`config.mk`:
```
export PLATFORM = sky130hd
export DESIGN_NAME = delta_sample_channel_flat
export DESIGN_NICKNAME = d
export VERILOG_FILES = /design/src/sv/dsc_pkg.sv /design/src/sv/dsc_if.sv /design/src/sv/dsc_cfg_regs.sv /design/src/sv/dsc_engine.sv /design/src/sv/delta_sample_channel.sv /design/src/flat_wrapper.sv
export SDC_FILE = /design/constraint.sdc
export NUM_CORES = 1
export LEC_CHECK = 0
export ABC_AREA = 1
export BUFFER_PORTS_ARGS = -buffer_cell sky130_fd_sc_hd__buf_4
export CORE_MARGIN = 2
export CORE_UTILIZATION = 55
export DETAILED_ROUTE_END_ITERATION = 12
export GPL_TIMING_DRIVEN = 0
export PLACE_DENSITY = 0.79
export SETUP_SLACK_MARGIN = 0.4
export SLEW_MARGIN = 20
export SYNTH_ARGS = -nofsm -noshare
export SYNTH_HDL_FRONTEND = slang
export SYNTH_SLANG_ARGS = --single-unit
```
`constraint.sdc`:
```
create_clock -name clk -period 2.39 [get_ports clk]
set_input_delay 0.5975 -clock clk [delete_from_list [all_inputs] [get_ports clk]]
set_output_delay 0.5975 -clock clk [all_outputs]
set_load 0.1 [all_outputs]
```
`src/sv/dsc_pkg.sv`:
```
// Shared types and constants of the delta sample channel.
package dsc_pkg;

	// Request codes carried in req_type
	typedef enum logic [1:0] {
		REQ_TICK       = 2'd0,
		REQ_STATUS     = 2'd1,
		REQ_SOFT_RESET = 2'd2
	} req_code_t;

	// Configuration register indexes
	localparam int unsigned CFG_IDX_W = 3;
	localparam int unsigned CFG_DATA_W = 16;
	typedef enum logic [CFG_IDX_W-1:0] {
		CFG_TIMER_PERIOD  = 3'd0,
		CFG_LOOP_ENABLE   = 3'd1,
		CFG_IRQ_ARM       = 3'd2,
		CFG_START_ADDRESS = 3'd3,
		CFG_SAMPLE_BYTES  = 3'd4
	} cfg_index_t;

	// Fixed constants of the channel
	localparam logic [15:0] ADDR_LAST        = 16'hFFFF;
	localparam logic [15:0] ADDR_WRAP        = 16'h8000;
	localparam logic [15:0] START_ADDR_RESET = 16'hC000;
	localparam logic [6:0]  LEVEL_MAX        = 7'd127;
	localparam logic [3:0]  BITS_PER_BYTE    = 4'd8;

	// One request as taken from the input channel
	typedef struct packed {
		logic [1:0] req_type;
		logic       enable;
		logic [7:0] fetched_byte;
	} in_item_t;

	// One result item
	typedef struct packed {
		logic [6:0]  level;
		logic [15:0] fetch_address;
		logic        fetched;
		logic        irq_raise;
		logic        irq_flag;
		logic        active;
	} out_item_t;

	// Configuration register contents
	typedef struct packed {
		logic [8:0]  timer_period;
		logic        loop_enable;
		logic        irq_arm;
		logic [15:0] start_address;
		logic [11:0] sample_bytes;
	} cfg_t;

endpackage

```
`src/sv/dsc_if.sv`:
```
// Channel interfaces: request input, result output and configuration write.
interface dsc_cmd_if;
	logic       valid;
	logic       ready;
	logic [1:0] req_type;
	logic       enable;
	logic [7:0] fetched_byte;

	modport source (output valid, req_type, enable, fetched_byte, input ready);
	modport sink (input valid, req_type, enable, fetched_byte, output ready);
endinterface

interface dsc_res_if;
	logic        valid;
	logic        ready;
	logic [6:0]  level;
	logic [15:0] fetch_address;
	logic        fetched;
	logic        irq_raise;
	logic        irq_flag;
	logic        active;

	modport source (output valid, level, fetch_address, fetched, irq_raise, irq_flag, active,
		input ready);
	modport sink (input valid, level, fetch_address, fetched, irq_raise, irq_flag, active,
		output ready);
endinterface

interface dsc_cfg_if;
	logic                            valid;
	logic                            ready;
	logic [dsc_pkg::CFG_IDX_W-1:0]   index;
	logic [dsc_pkg::CFG_DATA_W-1:0]  data;

	modport source (output valid, index, data, input ready);
	modport sink (input valid, index, data, output ready);
endinterface

```
`src/sv/dsc_cfg_regs.sv`:
```
// Configuration register file of the delta sample channel.
module dsc_cfg_regs (
	input  logic                           clk,
	input  logic                           arst_n,
	input  logic                           wr_valid,
	input  logic [dsc_pkg::CFG_IDX_W-1:0]  wr_index,
	input  logic [dsc_pkg::CFG_DATA_W-1:0] wr_data,
	output dsc_pkg::cfg_t                  cfg
);

	dsc_pkg::cfg_t cfg_q;

	// Decode the index and update one register per write
	always_ff @(posedge clk or negedge arst_n) begin
		if (!arst_n) begin
			cfg_q.timer_period  <= '0;
			cfg_q.loop_enable   <= 1'b0;
			cfg_q.irq_arm       <= 1'b0;
			cfg_q.start_address <= dsc_pkg::START_ADDR_RESET;
			cfg_q.sample_bytes  <= '0;
		end else if (wr_valid) begin
			unique case (wr_index)
				dsc_pkg::CFG_TIMER_PERIOD:  cfg_q.timer_period  <= wr_data[8:0];
				dsc_pkg::CFG_LOOP_ENABLE:   cfg_q.loop_enable   <= wr_data[0];
				dsc_pkg::CFG_IRQ_ARM:       cfg_q.irq_arm       <= wr_data[0];
				dsc_pkg::CFG_START_ADDRESS: cfg_q.start_address <= wr_data[15:0];
				dsc_pkg::CFG_SAMPLE_BYTES:  cfg_q.sample_bytes  <= wr_data[11:0];
				default: ;
			endcase
		end
	end

	assign cfg = cfg_q;

endmodule

```
`src/sv/dsc_engine.sv`:
```
// Channel state registers and the single-pass update for one request.
module dsc_engine (
	input  logic                clk,
	input  logic                arst_n,
	input  logic                step,
	input  dsc_pkg::in_item_t   item,
	input  dsc_pkg::cfg_t       cfg,
	output dsc_pkg::out_item_t  result
);

	logic        enabled_q;
	logic        buf_empty_q;
	logic [7:0]  buf_byte_q;
	logic [15:0] addr_q;
	logic [11:0] bytes_left_q;
	logic [8:0]  timer_q;
	logic [7:0]  shift_q;
	logic [3:0]  bits_left_q;
	logic        silent_q;
	logic [6:0]  level_q;
	logic        irq_pending_q;
	logic        irq_already_q;

	logic        enabled_d;
	logic        buf_empty_d;
	logic [7:0]  buf_byte_d;
	logic [15:0] addr_d;
	logic [11:0] bytes_left_d;
	logic [8:0]  timer_d;
	logic [7:0]  shift_d;
	logic [3:0]  bits_left_d;
	logic        silent_d;
	logic [6:0]  level_d;
	logic        irq_pending_d;
	logic        irq_already_d;
	logic        got;
	logic        raised;
	logic [7:0]  level_up;
	logic        status_en;

	// Work out the next state for the request in the input register
	always_comb begin
		enabled_d     = enabled_q;
		buf_empty_d   = buf_empty_q;
		buf_byte_d    = buf_byte_q;
		addr_d        = addr_q;
		bytes_left_d  = bytes_left_q;
		timer_d       = timer_q;
		shift_d       = shift_q;
		bits_left_d   = bits_left_q;
		silent_d      = silent_q;
		level_d       = level_q;
		irq_pending_d = irq_pending_q;
		irq_already_d = irq_already_q;
		got           = 1'b0;
		raised        = 1'b0;
		level_up      = {1'b0, level_q} + 8'd2;
		status_en     = item.enable;

		case (item.req_type) inside
			dsc_pkg::REQ_TICK: begin
				// Refill the sample buffer
				if (enabled_q && buf_empty_q) begin
					if (bytes_left_q != '0) begin
						got           = 1'b1;
						buf_byte_d    = item.fetched_byte;
						buf_empty_d   = 1'b0;
						bytes_left_d  = bytes_left_q - 12'd1;
						addr_d        = (addr_q == dsc_pkg::ADDR_LAST) ? dsc_pkg::ADDR_WRAP
							: addr_q + 16'd1;
						irq_already_d = 1'b0;
					end
					if (bytes_left_d == '0) begin
						if (cfg.loop_enable) begin
							addr_d       = cfg.start_address;
							bytes_left_d = cfg.sample_bytes;
						end else if (cfg.irq_arm && !irq_already_d) begin
							irq_pending_d = 1'b1;
							irq_already_d = 1'b1;
							raised        = 1'b1;
						end
					end
				end
				// Advance the rate timer, shift one bit on expiry
				if (timer_q != '0) begin
					timer_d = timer_q - 9'd1;
				end else begin
					timer_d = cfg.timer_period;
					if (bits_left_q != '0) begin
						if (!silent_q) begin
							if (shift_q[0]) begin
								level_d = (level_up > {1'b0, dsc_pkg::LEVEL_MAX})
									? dsc_pkg::LEVEL_MAX : level_up[6:0];
							end else if (level_q > 7'd1) begin
								level_d = level_q - 7'd2;
							end
							shift_d = shift_q >> 1;
						end
						bits_left_d = bits_left_q - 4'd1;
					end
					if (bits_left_d == '0) begin
						if (buf_empty_d) begin
							silent_d = 1'b1;
						end else begin
							shift_d     = buf_byte_d;
							buf_empty_d = 1'b1;
							silent_d    = 1'b0;
						end
						bits_left_d = dsc_pkg::BITS_PER_BYTE;
					end
				end
			end
			dsc_pkg::REQ_STATUS, dsc_pkg::REQ_SOFT_RESET: begin
				// Enable or disable, clear the interrupt; a soft reset disables and keeps only the level's low bit
				if (item.req_type == dsc_pkg::REQ_SOFT_RESET) begin
					status_en = 1'b0;
				end
				enabled_d = status_en;
				if (status_en && bytes_left_q == '0) begin
					bytes_left_d = cfg.sample_bytes;
					addr_d       = cfg.start_address;
				end else if (!status_en) begin
					bytes_left_d = '0;
				end
				irq_pending_d = 1'b0;
				if (item.req_type == dsc_pkg::REQ_SOFT_RESET) begin
					level_d = {6'd0, level_q[0]};
				end
			end
			default: ;
		endcase
	end

	// Hold state unless a request is processed
	always_ff @(posedge clk or negedge arst_n) begin
		if (!arst_n) begin
			enabled_q     <= 1'b0;
			buf_empty_q   <= 1'b1;
			buf_byte_q    <= '0;
			addr_q        <= '0;
			bytes_left_q  <= '0;
			timer_q       <= '0;
			shift_q       <= '0;
			bits_left_q   <= '0;
			silent_q      <= 1'b1;
			level_q       <= '0;
			irq_pending_q <= 1'b0;
			irq_already_q <= 1'b0;
		end else if (step) begin
			enabled_q     <= enabled_d;
			buf_empty_q   <= buf_empty_d;
			buf_byte_q    <= buf_byte_d;
			addr_q        <= addr_d;
			bytes_left_q  <= bytes_left_d;
			timer_q       <= timer_d;
			shift_q       <= shift_d;
			bits_left_q   <= bits_left_d;
			silent_q      <= silent_d;
			level_q       <= level_d;
			irq_pending_q <= irq_pending_d;
			irq_already_q <= irq_already_d;
		end
	end

	// Result reflects the state after this request
	always_comb begin
		result.level         = level_d;
		result.fetch_address = addr_d;
		result.fetched       = got;
		result.irq_raise     = raised;
		result.irq_flag      = irq_pending_d;
		result.active        = (bytes_left_d != '0);
	end

	// A disabled channel never has bytes outstanding
	a_disabled_idle: assert property (@(posedge clk) disable iff (!arst_n)
		!enabled_q |-> bytes_left_q == '0)
		else $error("disabled channel with bytes left");

	// Bit counter never runs past one byte
	a_bits_range: assert property (@(posedge clk) disable iff (!arst_n)
		bits_left_q <= dsc_pkg::BITS_PER_BYTE)
		else $error("bit counter out of range");

	// A raised interrupt is pending after the step
	a_irq_sets_flag: assert property (@(posedge clk) disable iff (!arst_n)
		step && raised |=> irq_pending_q && irq_already_q)
		else $error("interrupt raised without pending flag");

	// A fetch only happens on an enabled channel with an empty buffer
	a_fetch_cond: assert property (@(posedge clk) disable iff (!arst_n)
		got |-> enabled_q && buf_empty_q && bytes_left_q != '0)
		else $error("fetch outside an empty enabled buffer");

endmodule

```
`src/sv/delta_sample_channel.sv`:
```
// Top level of the delta sample channel: handshakes, input and result registers.
//
//  channel | role   | payload                                            | accepted when
//  cmd     | sink   | req_type, enable, fetched_byte                     | valid && ready
//  res     | source | level, fetch_address, fetched, irq_raise, irq_flag, | valid && ready
//          |        | active                                             |
//  cfg     | sink   | index, data                                        | valid && ready
//
// One request per clock sustained while results are taken; a result is offered
// from the result register once its request has left the input register. The state
// update is one pass of logic between the two registers, so requests chain back to back.
// arst_n resets the state, the configuration and both valid flags.
// A held result stalls the input register, and ready drops once both are full.
// cfg is always ready; writes belong to idle periods.
module delta_sample_channel (
	input  logic       clk,
	input  logic       arst_n,
	dsc_cmd_if.sink    cmd,
	dsc_res_if.source  res,
	dsc_cfg_if.sink    cfg
);

	dsc_pkg::cfg_t      cfg_val;
	dsc_pkg::in_item_t  item_s1;
	dsc_pkg::out_item_t step_result;
	dsc_pkg::out_item_t result_s2;
	logic               valid_s1;
	logic               valid_s2;
	logic               adv_s2;
	logic               adv_s1;

	assign cfg.ready = 1'b1;

	dsc_cfg_regs u_cfg (
		.clk      (clk),
		.arst_n   (arst_n),
		.wr_valid (cfg.valid),
		.wr_index (cfg.index),
		.wr_data  (cfg.data),
		.cfg      (cfg_val)
	);

	// Pipeline advance: result slot frees when empty or taken
	assign adv_s2    = !valid_s2 || res.ready;
	assign adv_s1    = !valid_s1 || adv_s2;
	assign cmd.ready = adv_s1;

	dsc_engine u_engine (
		.clk    (clk),
		.arst_n (arst_n),
		.step   (valid_s1 && adv_s2),
		.item   (item_s1),
		.cfg    (cfg_val),
		.result (step_result)
	);

	// Valid flags of both stages
	always_ff @(posedge clk or negedge arst_n) begin
		if (!arst_n) begin
			valid_s1 <= 1'b0;
			valid_s2 <= 1'b0;
		end else begin
			if (adv_s1) begin
				valid_s1 <= cmd.valid;
			end
			if (adv_s2) begin
				valid_s2 <= valid_s1;
			end
		end
	end

	// Capture the request and the result
	always_ff @(posedge clk) begin
		if (adv_s1 && cmd.valid) begin
			item_s1.req_type     <= cmd.req_type;
			item_s1.enable       <= cmd.enable;
			item_s1.fetched_byte <= cmd.fetched_byte;
		end
		if (adv_s2 && valid_s1) begin
			result_s2 <= step_result;
		end
	end

	assign res.valid         = valid_s2;
	assign res.level         = result_s2.level;
	assign res.fetch_address = result_s2.fetch_address;
	assign res.fetched       = result_s2.fetched;
	assign res.irq_raise     = result_s2.irq_raise;
	assign res.irq_flag      = result_s2.irq_flag;
	assign res.active        = result_s2.active;

	// Input back-pressure only comes from a held result
	a_stall_source: assert property (@(posedge clk) disable iff (!arst_n)
		!cmd.ready |-> valid_s1 && valid_s2 && !res.ready)
		else $error("input stalled without a held result");

	// An accepted request occupies the input register next cycle
	a_accept_fills: assert property (@(posedge clk) disable iff (!arst_n)
		cmd.valid && cmd.ready |=> valid_s1)
		else $error("accepted request lost");

	// A blocked input register keeps its request
	a_s1_holds: assert property (@(posedge clk) disable iff (!arst_n)
		valid_s1 && !adv_s2 |=> valid_s1 && $stable(item_s1))
		else $error("stalled request dropped");

endmodule

```
`src/flat_wrapper.sv`:
```
// flat-port wrapper written by rule: the top's interface ports become plain ports
module delta_sample_channel_flat 
  (clk, arst_n, cmd_valid, cmd_req_type, cmd_enable, cmd_fetched_byte, cmd_ready, res_valid, res_level, res_fetch_address, res_fetched, res_irq_raise, res_irq_flag, res_active, res_ready, cfg_valid, cfg_index, cfg_data, cfg_ready);
  dsc_cmd_if cmd_i ();
  dsc_res_if res_i ();
  dsc_cfg_if cfg_i ();
  input  logic clk;
  input  logic arst_n;
  input wire logic [$bits(cmd_i.valid)-1:0] cmd_valid;
  input wire logic [$bits(cmd_i.req_type)-1:0] cmd_req_type;
  input wire logic [$bits(cmd_i.enable)-1:0] cmd_enable;
  input wire logic [$bits(cmd_i.fetched_byte)-1:0] cmd_fetched_byte;
  output wire logic [$bits(cmd_i.ready)-1:0] cmd_ready;
  output wire logic [$bits(res_i.valid)-1:0] res_valid;
  output wire logic [$bits(res_i.level)-1:0] res_level;
  output wire logic [$bits(res_i.fetch_address)-1:0] res_fetch_address;
  output wire logic [$bits(res_i.fetched)-1:0] res_fetched;
  output wire logic [$bits(res_i.irq_raise)-1:0] res_irq_raise;
  output wire logic [$bits(res_i.irq_flag)-1:0] res_irq_flag;
  output wire logic [$bits(res_i.active)-1:0] res_active;
  input wire logic [$bits(res_i.ready)-1:0] res_ready;
  input wire logic [$bits(cfg_i.valid)-1:0] cfg_valid;
  input wire logic [$bits(cfg_i.index)-1:0] cfg_index;
  input wire logic [$bits(cfg_i.data)-1:0] cfg_data;
  output wire logic [$bits(cfg_i.ready)-1:0] cfg_ready;
  assign cmd_i.valid = cmd_valid;
  assign cmd_i.req_type = cmd_req_type;
  assign cmd_i.enable = cmd_enable;
  assign cmd_i.fetched_byte = cmd_fetched_byte;
  assign cmd_ready = cmd_i.ready;
  assign res_valid = res_i.valid;
  assign res_level = res_i.level;
  assign res_fetch_address = res_i.fetch_address;
  assign res_fetched = res_i.fetched;
  assign res_irq_raise = res_i.irq_raise;
  assign res_irq_flag = res_i.irq_flag;
  assign res_active = res_i.active;
  assign res_i.ready = res_ready;
  assign cfg_i.valid = cfg_valid;
  assign cfg_i.index = cfg_index;
  assign cfg_i.data = cfg_data;
  assign cfg_ready = cfg_i.ready;
  delta_sample_channel u_core (.clk(clk), .arst_n(arst_n), .cmd(cmd_i), .res(res_i), .cfg(cfg_i));
endmodule
```
* After elaboration in Yosys (flattened, before gate mapping)
Cells that the tools add are included.
Cells by class: $add $sub $neg 6, $lt $le $gt $ge 2, equal/unequal tests 7, muxes and demuxes 61, bitwise gates (word level) 4, reductions and logical operators 32
Operators with widths (count):
- two-way mux 16 bit | 8
- two-way mux 12 bit | 10
- two-way mux 7 bit | 9
- two-way mux 8 bit | 6
- logical NOT 12 bit | 2
- nonzero test 12 bit | 2
- two-way mux 1 bit | 23
- adder 16 x 1 -> 16 bit (second input constant) | 1
- == test 16 bit (second input constant) | 1
- two-way mux 4 bit | 4
- AND reduction 2 bit | 7
- subtractor 12 x 1 -> 12 bit (second input constant) | 1
- two-way mux 9 bit | 1
- AND reduction 3 bit | 3
- nonzero test 9 bit | 1
- subtractor 9 x 1 -> 9 bit (second input constant) | 1
- adder 7 x 2 -> 8 bit (second input constant) | 1
- > comparator 8 x 7 -> 1 bit (second input constant) | 1
- > comparator 7 x 1 -> 1 bit (second input constant) | 1
- subtractor 7 x 2 -> 7 bit (second input constant) | 1
- == test 3 x 2 -> 1 bit (second input constant) | 2
- logical AND 1 bit | 5
- logical NOT 4 bit | 1
- NOT 1 bit | 4
- 13 further kinds | 16
Storage, ports and cells: register bits after elaboration 148, bits of input ports 35, output and inout port bits 30

* Logic depth before layout (Yosys ltp)
Gate-level depths: netlist of the first run.
depth after elaboration 11, depth in mapped cells 20

* Hierarchy
From an unflattened synthesis of the first run, not the netlist that was laid out.
Second synthesis, totals: cells, all modules 1215, area, all modules 8967.4 µm²
By module, submodules not included:
- dsc_engine | instances 1, cells each 981, area an instance 6142.1 µm², sequential area each 1729.2 µm²
- dsc_cfg_regs | instances 1, cells each 182, area an instance 1577.8 µm², sequential area each 978.4 µm²
- delta_sample_channel | instances 1, cells each 52, area an instance 1247.4 µm², sequential area each 1191.1 µm²

* Worst setup path before layout of the first run
OpenSTA, ideal clock, no wires.
kind reg-to-reg, from register u_core.valid_s2 (netlist: u_core.res.valid), to register u_core.item_s1[0] (netlist name) (enable), setup time 0.294 ns, arrival time 2.443 ns, required time 2.096 ns, setup slack -0.347 ns, cell stages (with the launch flop) 4, period minus slack after synthesis 2.737 ns, cells stage by stage dfrtp_1 nand3_1 nand2_1 inv_1
On the way: word-level cells in the longest chain between the ends 4
Ends and longest elaborated chain:
- from (decl) | RTL line delta_sample_channel.sv:28 | logic valid_s2;
- from (signal assigned) | RTL line delta_sample_channel.sv:67 | valid_s2 <= valid_s1;
- logical NOT 1 bit | RTL line delta_sample_channel.sv:44 | assign adv_s2 = !valid_s2 || res.ready;
- logical OR 1 bit | RTL line delta_sample_channel.sv:44
- logical OR 1 bit | RTL line delta_sample_channel.sv:45 | assign adv_s1 = !valid_s1 || adv_s2;
- via cmd_ready | RTL line flat_wrapper.sv:13 | output wire logic [$bits(cmd_i.ready)-1:0] cmd_ready;
- logical AND 1 bit | RTL line delta_sample_channel.sv:74 | if (adv_s1 && cmd.valid) begin
- to (decl) | RTL line delta_sample_channel.sv:24 | dsc_pkg::in_item_t item_s1;
The timed path passes the listed nets, and every way through them passes these cells. A chain may end at the register's enable or synchronous reset.

==> results of run 1 <==
==> cell type report <==
type / instances / share of cell area (%)
multi-input combinational: 881 / 43.73
clock inverter: 15 / 1.293
sequential: 148 / 33.13
clock buffer: 17 / 3.604
timing repair buffer: 137 / 9.709
tap: 216 / 2.289
inverter: 112 / 3.752
buffer: 46 / 2.491
==> worst min path at each step <==
stage	slack [ps]	endpoint	startpoint
floorplan	300	u_core.u_cfg.cfg[0]	arst_n
global placement	460	u_core.u_engine.timer_q[8]	u_core.u_cfg.cfg[38]
detailed placement	470	u_core.u_engine.irq_pending_q	u_core.u_engine.irq_pending_q
CTS	70	u_core.u_engine.bytes_left_q[5]	arst_n
global route	80	u_core.u_engine.bytes_left_q[5]	arst_n
finish	60	u_core.u_engine.bytes_left_q[8]	arst_n
==> cells by family (layout without fill, tap and decap cells) <==
family,after synthesis,after routing,share of synthesized area [%]
XOR/XNOR,12,12,1.185
AND/OR/NAND/NOR,595,598,28.83
flip-flops,148,148,43.97
AO/OA/AOI/OAI,239,239,15.00
multiplexers,21,21,2.427
buffers and inverters,158,327,7.140
adder cells (fa/ha/maj),10,10,1.411
other,1,1,0.04229
==> cells in the mapped netlist, types with 14 or more instances <==
cell type	count
a21oi_1	29
clkbuf_1	29
dfrtp_1	106
edfxtp_1	38
inv_1	104
mux2i_1	17
nand2_1	398
nand2_2	17
nand3_1	61
nand4_1	22
nor2_1	59
nor3_1	14
o211ai_1	24
o21ai_0	128
o21ai_1	27
==> registers in the layout, indices dropped and copies added, names as in the netlist, 4 cells and up <==
name,count
u_core.u_engine.bytes_left_q,12
u_core.u_engine.timer_q,9
u_core.u_cfg.cfg,39
u_core.u_engine.level_q,7
u_core.u_engine.addr_q,16
u_core.u_engine.bits_left_q,4
u_core.u_engine.buf_byte_q,8
u_core.item_s1,11
u_core.u_engine.shift_q,8
u_core.res.fetch_address,16
u_core.res.level,7
==> critical path: stages, from the launching register on <==
cell and delay, ps:
dfrtp_2 460, inv_4 120, ha_4 180, xor2_1 330, o21ai_1 190, nand3_4 150
nor2_8 70, buf_4 130, nand3_1 60, nand2_1 50, nand2_1 60, nand2_1 50
nand2_1 80, nand2_1 60, inv_1 50, nand2_1 70, nor2_2 140, nand2_1 60
==> timing repair <==
| action | in CTS | in global routing |
|---|---|---|
| gates resized for setup | 125 | 159 |
| endpoints found under the hold margin | 0 | 0 |
| setup buffers | 36 | 35 |
| cloned | 4 | 1 |
| pin swaps | 29 | 44 |
| endpoints found under the setup margin | 88 | 110 |
==> layout by cell type, fill, tap and decap left out, types with 6 or more instances in the layout <==
cell       synthesis  routed
o21ai_2            2      23
dfrtp_1          106      98
nor3_1            14      11
dfrtp_2            0       7
nand2_2           17      31
o211ai_1          24      24
nor2_2             8       6
buf_6              3      20
o21ai_0          128      83
nand2_1          398     370
inv_2              4      18
nor2_4             3      21
nand4_1           22      22
inv_1            104      85
inv_4              0       7
clkbuf_1          29      18
edfxtp_1          38      38
o21ai_1           27      49
inv_8              0       7
buf_4              1     120
nand3_1           61      41
clkbuf_16          0      18
a21oi_1           29      22
a21oi_2            0       7
o31ai_1           10       9
nand2_4            2      15
clkbuf_2           0       7
mux2i_1           17       9
nor2_1            59      44
xor2_1            10       9
nand3_2            1      17
mux2i_4            0       8
==> power by group <==
group / total, mW / switching (mW) / internal (mW) / leakage, nW
Combinational: 8.04 / 5.28 / 2.76 / 3.47
Clock: 2.68 / 1.29 / 1.40 / 0.277
Sequential: 3.95 / 0.690 / 3.26 / 1.76
==> per-layer routing <==
layer  GRT usage, %  part of all wire [%]  vias up
met5              0                     0        -
li1               -                     -     4273
met1          40.52                    36     4446
met2          52.15                    48      722
met3          7.614                    10      147
met4          14.21                   4.9        0
==> run metrics, run 1 <==
Post-DP HPWL roughly 18 mm; clock latency on the worst-skew pair 440 ps; Synth cell types 49; area leader, netlist dfrtp_1; RR Endpoint u_core.res.active; Final Hold Viols 0; Die H about 130 µm; largest cells by area after synthesis dfrtp_1 30%, nand2_1 17%, edfxtp_1 13%; TritonCTS Buffers 17; worst setup path startpoint u_core.u_engine.bytes_left_q[0]; kind of critical path reg2reg; nets@finish 1388; Worst EP required 2580 ps; Syn Area/Cell 7.489 µm²; CTS max path bufs 2; drt wl/cell 19.16 µm; outcome finished with violations; die area 17150 µm²; global-route wire length before repair 41.88 mm; fraction of layout cells with a size suffix above 1 29.35%; Reg2Reg Depth 17; Total Power 14.68 mW; CTS H-tree lvls 4; Seq cells post-synth 148; Die Wd 131.0 µm; final setup violation count 32; Core ar. 15830 µm²; routed via count 9588; Hold WS 58.34 ps; worst r2r src u_core.u_engine.bytes_left_q[0]; # diodes 0; GR Overflow Total 0; Max Slew Vio Count 0; EDFF count, synth 38; vias in the first global route 8417; # rows 46; fin cells 1572; dpl cell area 9752 µm²; Worst Setup End Kind flop; Peak supply drop 0.7060 mV; Clock Pin Slew Worst Setup and Hold Paths about 70 ps; syn_nets 1229; mapped cell area 8867 µm²; footprint of the multi-input gates just over 5000 µm²; crit path launch type flop; cts hold-fix bufs 0; dpl ws -279.0 ps; DRC viols 0; post-route ant nets 0; Peak Freq roughly 390 MHz; CP arrival 2740 ps; Detailed Route WL 30.12 mm; hold crit path type in2async; Area Overhead vs Synth 33.13%; TritonCTS clock tree yes; Leak Pwr 5.503 nW; Synth top area share 29.91%; Rel. slew slack 48.44%; R2R setup slack -160 ps; initial core utilization 56.02%; clk root buf clkbuf_16; failing checks negative setup slack; largest net degree at the start of global routing 75; TNS Setup -3364 ps; Final WS setup -159.9 ps; Async SR Flop Fraction between 70% and 80%; RSZ-0062 raised after global routing yes; initial antenna violation count 0; IO buf count 63; Vias per Instance a little over 6; Pre-Repair DR Iteration Count 7; minimum clock period after layout 2550 ps; Slew @ Worst Pin 773.4 ps; Sink Count 148; synth warn 0; Inst Count DP between 1000 and 1500; dominant synthesized flop cell dfrtp_1; # IOs 65; Clock Skew between 10 and 15 ps; Seq/Total Area, Yosys 43.97%; Period Utilization, post-route 106.7%; worst-path fanout max 7; CP Capture Point u_core.res.active; Final Util 74.59%; Cell Pwr Density 1244 nW/µm²; Synth Instances 1184; Final GP Congestion 0.9752; total global-route track usage 31.93%; initial DRC count 1247; cell area after layout ~12000 µm²; Filler Cells Inserted about 1100; Max Cap Viol 0; register area between 3000 and 4000 µm²
No activity file was read; power rests on OpenSTA's default activity.
==> inputs of run 2 (changes only) <==
Settings changed: ABC_AREA 1 to not set, SYNTH_HIERARCHICAL set to 1.
==> run 2 against run 1 <==
The run still ends with negative setup slack left. Count of clock-buffer cells in the layout up 1. Synthesized cell count decreased by 28%. Via count shrank 9.0%. Die area down 5.6%. Clock power increased by 3%.
==> run metrics, run 2 <==
Synth top area share a little under a third; RR Endpoint u_core/res.active; CP arrival 3480 ps; Cell Pwr Density 912.6 nW/µm²; routed via count a little under 9000; die area 16190 µm²; nets@finish 1091; largest net degree at the start of global routing 60; Compound-Gate Fraction of Synth Area between 15 and 20%; crit path launch type flop; Sink Count roughly 150; Clock Pin Slew Worst Setup and Hold Paths roughly 70 ps; Post-Synth XOR/XNOR Area less than 1%; initial antenna violation count 0; max FFs per register 39; Die H 127.2 µm; Reg2Reg Depth 7; Die Wd 127.2 µm; minimum clock period after layout 3311 ps; Total Power 10.88 mW; Syn Area/Cell 9.794 µm²; Core ar. 15030 µm²; Synth cell types 85; syn_nets 898; failing checks negative setup slack; vias in the first global route 8029; most frequent cells in the layout 138 x buf_4, 104 x nand2_1, 103 x dfrtp_1; RSZ-0062 raised after global routing yes; Seq/Total Area, Yosys 46.67%; Peak supply drop 0.5599 mV; R2R setup slack -920 ps; dominant synthesized flop cell dfrtp_1; most frequent cell after synthesis nand2_1; Synth Area in Adders 1.498%; Area Overhead vs Synth 42.68%; worst r2r src u_core/u_engine/buf_empty_q; drt wl/cell ~25 µm; largest cells by area after synthesis dfrtp_1 32%, edfxtp_1 14%, mux2_2 8.0%; simple logic cell fraction of the synthesized area 18.41%; mux share of post-synthesis cell area 9.211%; Leak Pwr 4.902 nW; Period Utilization, post-route 138.5%; Seq cells post-synth 148; Final GP Congestion a little under 1; mapped cell area between 8000 and 9000 µm²; global-route wire length before repair 43.31 mm; Final Hold Viols 0; dpl ws -1323 ps; worst-path fanout max 10; # rows 45; Peak Freq between 300 and 400 MHz; CTS max path bufs 2; CTS H-tree lvls 4; # IOs 65; Rel. slew slack about two fifths; clk root buf clkbuf_16; outcome finished with violations; TritonCTS clock tree yes; total global-route track usage 34.72%; Worst Setup End Kind flop; Worst EP required between 2000 and 3000 ps; initial core utilization a little under three fifths; initial DRC count 1630; IO buf count 63; Post-DP HPWL 15.93 mm; Inst Count DP 1105; Clock Skew 9.549 ps; cts hold-fix bufs 0; synth warn 6; Synth Instances 853; kind of critical path reg2reg; GR Overflow Total 0; Max Slew Vio Count 0; hold crit path type in2async; TritonCTS Buffers 17; DRC viols 0; TNS Setup -34850 ps; clock latency on the worst-skew pair between 400 and 500 ps; Max Cap Viol 0; commonest non-fill, non-tap cell in the layout buf_4; synth cell count leaders 113 x nand2_1, 106 x dfrtp_1, 63 x a21oi_1; Hold WS 103.0 ps; EDFF count, synth 38; Pre-Repair DR Iteration Count 7; # diodes 0; area leader, netlist dfrtp_1; fin cells 1247; Async SR Flop Fraction 74.32%; Slew @ Worst Pin 922.7 ps; Detailed Route WL 31.61 mm; final setup violation count 76; Filler Cells Inserted ~840; largest family of logic cells by synthesized area compound AO/OA/AOI/OAI gates; Vias per Instance 6.995; Final WS setup -920.6 ps; post-route ant nets 0; fraction of layout cells with a size suffix above 1 44.19%
run 2: worst max-delay path by stage:
stage                                               start                          end  slack [ps]  depth (start not counted)
after floorplan           u_core/u_engine/bytes_left_q[0]            u_core/res.active        -640                         11
after global placement    u_core/u_engine/bytes_left_q[0]  u_core/res.fetch_address[9]       -1310                         12
after detailed placement  u_core/u_engine/bytes_left_q[0]  u_core/res.fetch_address[9]       -1320                         12
after CTS                 u_core/u_engine/bytes_left_q[4]            u_core/res.active        -790                         10
after global routing      u_core/u_engine/bytes_left_q[1]            u_core/res.active       -1000                         11
final                         u_core/u_engine/buf_empty_q            u_core/res.active        -920                          7
run 2: repair_timing:
action,4_1_cts,5_1_grt
setup buffers,82,22
pin swaps,72,43
cloned,6,0
endpoints found under the setup margin,95,96
gates resized for setup,162,100
run 2: power breakdown:
group / switching, mW / total (mW) / internal (mW)
Clock: 1.24 / 2.76 / 1.52
Combinational: 2.50 / 4.42 / 1.92
Sequential: 0.595 / 3.70 / 3.11
run 2: critical path: stages (launching register included):
cell	delay, ps
dfstp_2	610
nand2_1	470
nor2_1	450
nand3_1	350
a21o_1	280
o211ai_1	150
o2111ai_2	190
or4_4	510
run 2: kinds of logic after synthesis:
group,count (synthesis)
simple gates,296
compound gates,241
flops,148
buf+inv,80
mux,69
fa+ha+maj,10
xor+xnor,8
other cells,1
run 2: through the flow:
step                      util (%)  cell area (µm²)
after detailed placement     62.09             9334
final                        79.29            11920
after CTS                    75.41            11340
after global routing         79.29            11920
after floorplan                  -             8594
after global placement       61.88             9303
run 2: layer usage:
metal	GRT usage (%)	routed length, µm
met5	0	0
met4	21.07	2470
met3	9.296	3485
met2	53.48	14380
met1	44.10	11270
run 2: final cells by class:
class	instances	area [µm²]	area share, %
Sequential cell	148	3905	32.76
Multi-Input combinational cell	627	5141	43.13
Clock inverter	14	161.4	1.354
Buffer	55	435.4	3.653
Clock buffer	18	439.2	3.684
Timing Repair Buffer	172	1500	12.59
Tap cell	188	235.2	1.973
Inverter	25	102.6	0.8607
